**src/hdl/box_distance_iou_top_assert.svh**
```systemverilog
// Assertion macros shared by the queue and back-end blocks of the distance-IoU evaluator.
// Arguments must not contain commas.
`ifndef BOX_DISTANCE_IOU_TOP_ASSERT_SVH
`define BOX_DISTANCE_IOU_TOP_ASSERT_SVH

// Consequent holds in the same cycle as the antecedent.
`define BDI_ASSERT_NOW(label, clk, rst, ante, cons, msg) \
  label: assert property (@(posedge clk) disable iff (rst) (ante) |-> (cons)) \
    else $error(msg);

// Consequent holds in the cycle after the antecedent.
`define BDI_ASSERT_NEXT(label, clk, rst, ante, cons, msg) \
  label: assert property (@(posedge clk) disable iff (rst) (ante) |=> (cons)) \
    else $error(msg);

`endif

```
**src/hdl/bdi_pkg.sv**
```systemverilog
package bdi_pkg;

  // Input word layout: eight 16-bit coordinate fields.
  localparam int FIELD_BITS = 16;
  localparam int IN_FIELDS = 8;
  localparam int IN_TDATA_BITS = FIELD_BITS * IN_FIELDS;

  // Result format: signed Q1.15 with room for exactly plus one.
  localparam int FRAC_BITS = 15;
  localparam int RES_BITS = FRAC_BITS + 2;
  localparam int OUT_TDATA_BITS = 24;

  // Quotients carry two integer bits and FRAC_BITS fraction bits.
  localparam int DIV_STEPS = FRAC_BITS + 2;

  // Queue between front and back.
  localparam int QUEUE_DEPTH = 4;
  localparam int QUEUE_AW = 2;

  typedef logic signed [RES_BITS-1:0] res_t;

  localparam res_t RES_MIN = -(RES_BITS'(1) <<< FRAC_BITS);
  localparam res_t RES_MAX = (RES_BITS'(1) <<< FRAC_BITS);

endpackage

```
**src/hdl/bdi_queue.sv**
```systemverilog
`include "box_distance_iou_top_assert.svh"

module bdi_queue #(
  parameter int WIDTH = 140
) (
  input  logic             clk,
  input  logic             rst,
  input  logic             in_valid,
  output logic             in_ready,
  input  logic [WIDTH-1:0] in_data,
  output logic             out_valid,
  input  logic             out_ready,
  output logic [WIDTH-1:0] out_data
);
  import bdi_pkg::*;

  localparam int CW = QUEUE_AW + 1;

  logic [WIDTH-1:0] mem [0:QUEUE_DEPTH-1];
  logic [QUEUE_AW-1:0] wr_ptr;
  logic [QUEUE_AW-1:0] rd_ptr;
  logic [CW-1:0] count;
  logic push;
  logic pop;

  assign in_ready = (count != CW'(QUEUE_DEPTH));
  assign out_valid = (count != '0);
  assign out_data = mem[rd_ptr];
  assign push = in_valid && in_ready;
  assign pop = out_valid && out_ready;

  // Storage for queued words.
  always_ff @(posedge clk) begin
    if (push) begin
      mem[wr_ptr] <= in_data;
    end
  end

  // Pointers and fill count.
  always_ff @(posedge clk) begin
    if (rst) begin
      wr_ptr <= '0;
      rd_ptr <= '0;
      count <= '0;
    end else begin
      if (push) begin
        wr_ptr <= wr_ptr + QUEUE_AW'(1);
      end
      if (pop) begin
        rd_ptr <= rd_ptr + QUEUE_AW'(1);
      end
      if (push && !pop) begin
        count <= count + CW'(1);
      end else if (pop && !push) begin
        count <= count - CW'(1);
      end
    end
  end

  `BDI_ASSERT_NOW(a_count_bound, clk, rst, 1'b1, count <= CW'(QUEUE_DEPTH), "queue overfilled")
  `BDI_ASSERT_NEXT(a_count_rise, clk, rst, push && !pop, count == $past(count) + CW'(1), "count did not rise")
  `BDI_ASSERT_NEXT(a_count_hold, clk, rst, push && pop, $stable(count), "count moved on push and pop")

endmodule

```
**config.mk**
```make
export PLATFORM = sky130hd
export DESIGN_NAME = bdi_queue
export DESIGN_NICKNAME = d
export VERILOG_FILES = /design/src/hdl/bdi_pkg.sv /design/src/hdl/bdi_queue.sv
export VERILOG_INCLUDE_DIRS = /design/src /design/src/hdl
export SDC_FILE = /design/constraint.sdc
export NUM_CORES = 1
export LEC_CHECK = 0
export ABC_AREA = 0
export BUFFER_PORTS_ARGS = -buffer_cell sky130_fd_sc_hd__buf_2
export CORE_ASPECT_RATIO = 0.5
export CORE_MARGIN = 4
export CORE_UTILIZATION = 49
export DETAILED_ROUTE_END_ITERATION = 8
export PLACE_DENSITY = 0.7
export SLEW_MARGIN = 30
export SYNTH_ARGS = -nofsm -noshare
export SYNTH_HDL_FRONTEND = slang
export SYNTH_SLANG_ARGS = --single-unit
```
**constraint.sdc**
```tcl
create_clock -name clk -period 9.6 [get_ports clk]
set_input_delay 1.44 -clock clk [delete_from_list [all_inputs] [get_ports clk]]
set_output_delay 1.44 -clock clk [all_outputs]
set_load 0.02 [all_outputs]
```
==> impl_metrics.toml <==
[power]
ir_worst_vdd_v = 0.000131
power_density_nw_per_um2 = 274
power_leakage_nw = 8.00

[clock_network]
htree_levels = 2
cts.sinks = 569
path_clk_slew_ns = 0.07
cts_hold_buf = 0
worstSkewPairLatency_ns = 0.56
cts_resized = 0
root_buffer = "clkbuf_16"
tritoncts = "done"
cts_buffers = 48
cts_buffer_depth = 3
post_cts_buffers = 0

[grt]
grt_pass1_vias = 9916
grt_pass1_wl_um = 62000
overflow = 0
grt_use_total_pct = 17.8
grt_max_degree = 70
antenna_found_initial = 8

[drt]
first_iter_violations = 729
firstDrtPassIters = 4
ant_nets = 0
vias = 9259
wirelength_um = 40900
wl_per_cell_um = 24.3
drc = 0
avgViaCountPerCell = 5.50

[place]
io_buffers = 285
dp_slack_ns = 4.97
hpwl_um = 25200
dpl_cell_area_um2 = 22700
gp_congestion = 0.798

[sta]
finalSetupTns_ns = 0
hold_viol_final = 0
worst_slew_pin_slew_ns = 0.941
fmax_mhz = 201
slew_headroom_pct = 37.3
fin_crit_sh_pct = 51.9
layout_setup_ws_ns = 4.62
finalSetupViolCount = 0
fin_worst_skew_ns = 0.0231
slew_violations = 0
fin_crit_ns = 4.98
grt_setup_unrepaired = "no"

[synth]
ys_async_sr_fraction_pct = 0
syn_inst = 780
synth_area_per_cell_um2 = 26.5
ys_seq_area_share_pct = 82.3
synth-edff-count = 560
synth_seq_cells = 569
yosys_warnings = 0
syn_area_um2 = 20700
synthesis.nets = 930
synth.distinct_cells = 22
synthFlopType = "edfxtp_1"

[die]
core_um2 = 41000
rows = 52
ioPinCount = 286
die_y_um = 153
dieArea_um2 = 45700
initial_core_util_pct = 50.4
die_w_um = 298

[worst_setup_path]
critPathArrivalTime_ns = 3.54
critPathCaptureType = "output pin"
cp.required_ns = 8.16
worstPathMaxFanout = 37
crit_type = "register to output pin"
startpoint_type = "register"

[finish]
area_growth_pct = 16.9
nFillCells = 2917
fin_nets = 1245
drive_gt1_share_pct = 45.2
multi_input_area_um2 = 3430
regArea_um2 = 17000
final_cell_area_um2 = 24200

[min_path]
hold_path_class = "register to register"

[status]
status = "complete, no violations"

[flow_run]
cap_violations = 0
-- final timing paths --
| path | depth (start not counted) | slack [ns] | end | start |
|---|---|---|---|---|
| worst max-delay path | 4 | 4.62 | out_data[3] | register |
| worst min register to register | 2 | 0.54 | rd_ptr[0] | rd_ptr[0] |
| worst min-delay path | 2 | 0.54 | rd_ptr[0] | rd_ptr[0] |
| worst max register to register | 5 | 6.43 | mem[3][103] | count[0] |
-- critical path, stage by stage (launching register included) --
cell and delay [ns]:
dfxtp_4 0.74, buf_4 0.68, buf_4 0.71, mux4_2 0.61
buf_2 0.18
-- cells in the mapped netlist, types with 2 or more instances --
cell type | n | area share, %
clkbuf_1 | 6 | 0.11
buf_2 | 16 | 0.39
xor2_1 | 4 | 0.17
dfxtp_1 | 9 | 0.87
buf_6 | 11 | 0.60
inv_1 | 3 | 0.055
and2_1 | 4 | 0.12
nand2b_1 | 2 | 0.061
or3_1 | 2 | 0.061
mux4_2 | 140 | 15
edfxtp_1 | 560 | 81
ha_1 | 5 | 0.30
nor2_1 | 8 | 0.15
mux2i_1 | 2 | 0.097
-- cell type report --
class                           count  area share (%)
Antenna cell                        7          0.0725
Clock inverter                     32           0.772
Inverter                            3          0.0466
Multi-Input combinational cell    175            14.2
Clock buffer                       58            5.30
Timing Repair Buffer              298            6.40
Tap cell                          540            2.80
Sequential cell                   569            70.4
-- kinds of logic (layout without fill, tap and decap cells) --
logic type	after synthesis	count (layout)	share of synthesized area (%)
flip-flops	569	569	82.3
multiplexers	143	143	15.4
buffers and inverters	36	391	1.15
XOR/XNOR	4	4	0.170
AO/OA/AOI/OAI	5	5	0.182
adder cells (fa/ha/maj)	6	6	0.400
AND/OR/NAND/NOR	17	17	0.406
other	0	7	0
-- where the power goes --
group | internal (W) | switching [W] | leakage [nW] | total, W
Clock | 0.000981 | 0.000840 | 0.722 | 0.00182
Combinational | 0.000687 | 0.000989 | 2.07 | 0.00168
Sequential | 0.00302 | 0.0000994 | 5.21 | 0.00312
Total | 0.00468 | 0.00193 | 8.00 | 0.00661
-- state kept, by name (all words and copies together), names as in the netlist, named ones only --
signal  cells
count       3
rd_ptr      2
mem       560
wr_ptr      2
-- placed cells by master, fill, tap and decap left out, types with 2 or more instances in the layout --
cell        netlist  final
nor2_1            8      8
clkbuf_1          6      8
clkbuf_16         0     50
buf_2            16    285
inv_1             3      3
dfxtp_4           0      2
clkinv_1          0     15
dfxtp_1           9      7
clkinvlp_4        0      2
buf_4             0      7
ha_1              5      5
mux4_2          140    140
buf_6            11      6
and2_4            0      4
or3_1             2      2
edfxtp_1        560    560
mux2i_1           2      2
xor2_1            4      4
diode_2           0      7
nand2b_1          2      2
clkinv_2          0     12
-- per-layer routing --
layer / up-vias / track usage [%] / part of all wire (%)
li1: 4009 / - / -
met1: 4984 / 22.1 / 38
met2: 204 / 32.4 / 56
met3: 62 / 3.08 / 3.9
met4: 0 / 5.55 / 2.4
met5: - / 0 / 0
-- stage by stage --
stage               utilization, %  cells  power, W  hold slack [ns]
floorplan                        -    780   0.00436            0.482
global placement              55.3   1585   0.00486            0.494
detailed placement            55.3   1585   0.00490            0.528
CTS                           58.9   1675   0.00672            0.542
global route                  58.9   1682   0.00691            0.551
finish                        58.9   1682   0.00661            0.540
Note: power is estimated with default switching activity, not from simulation.
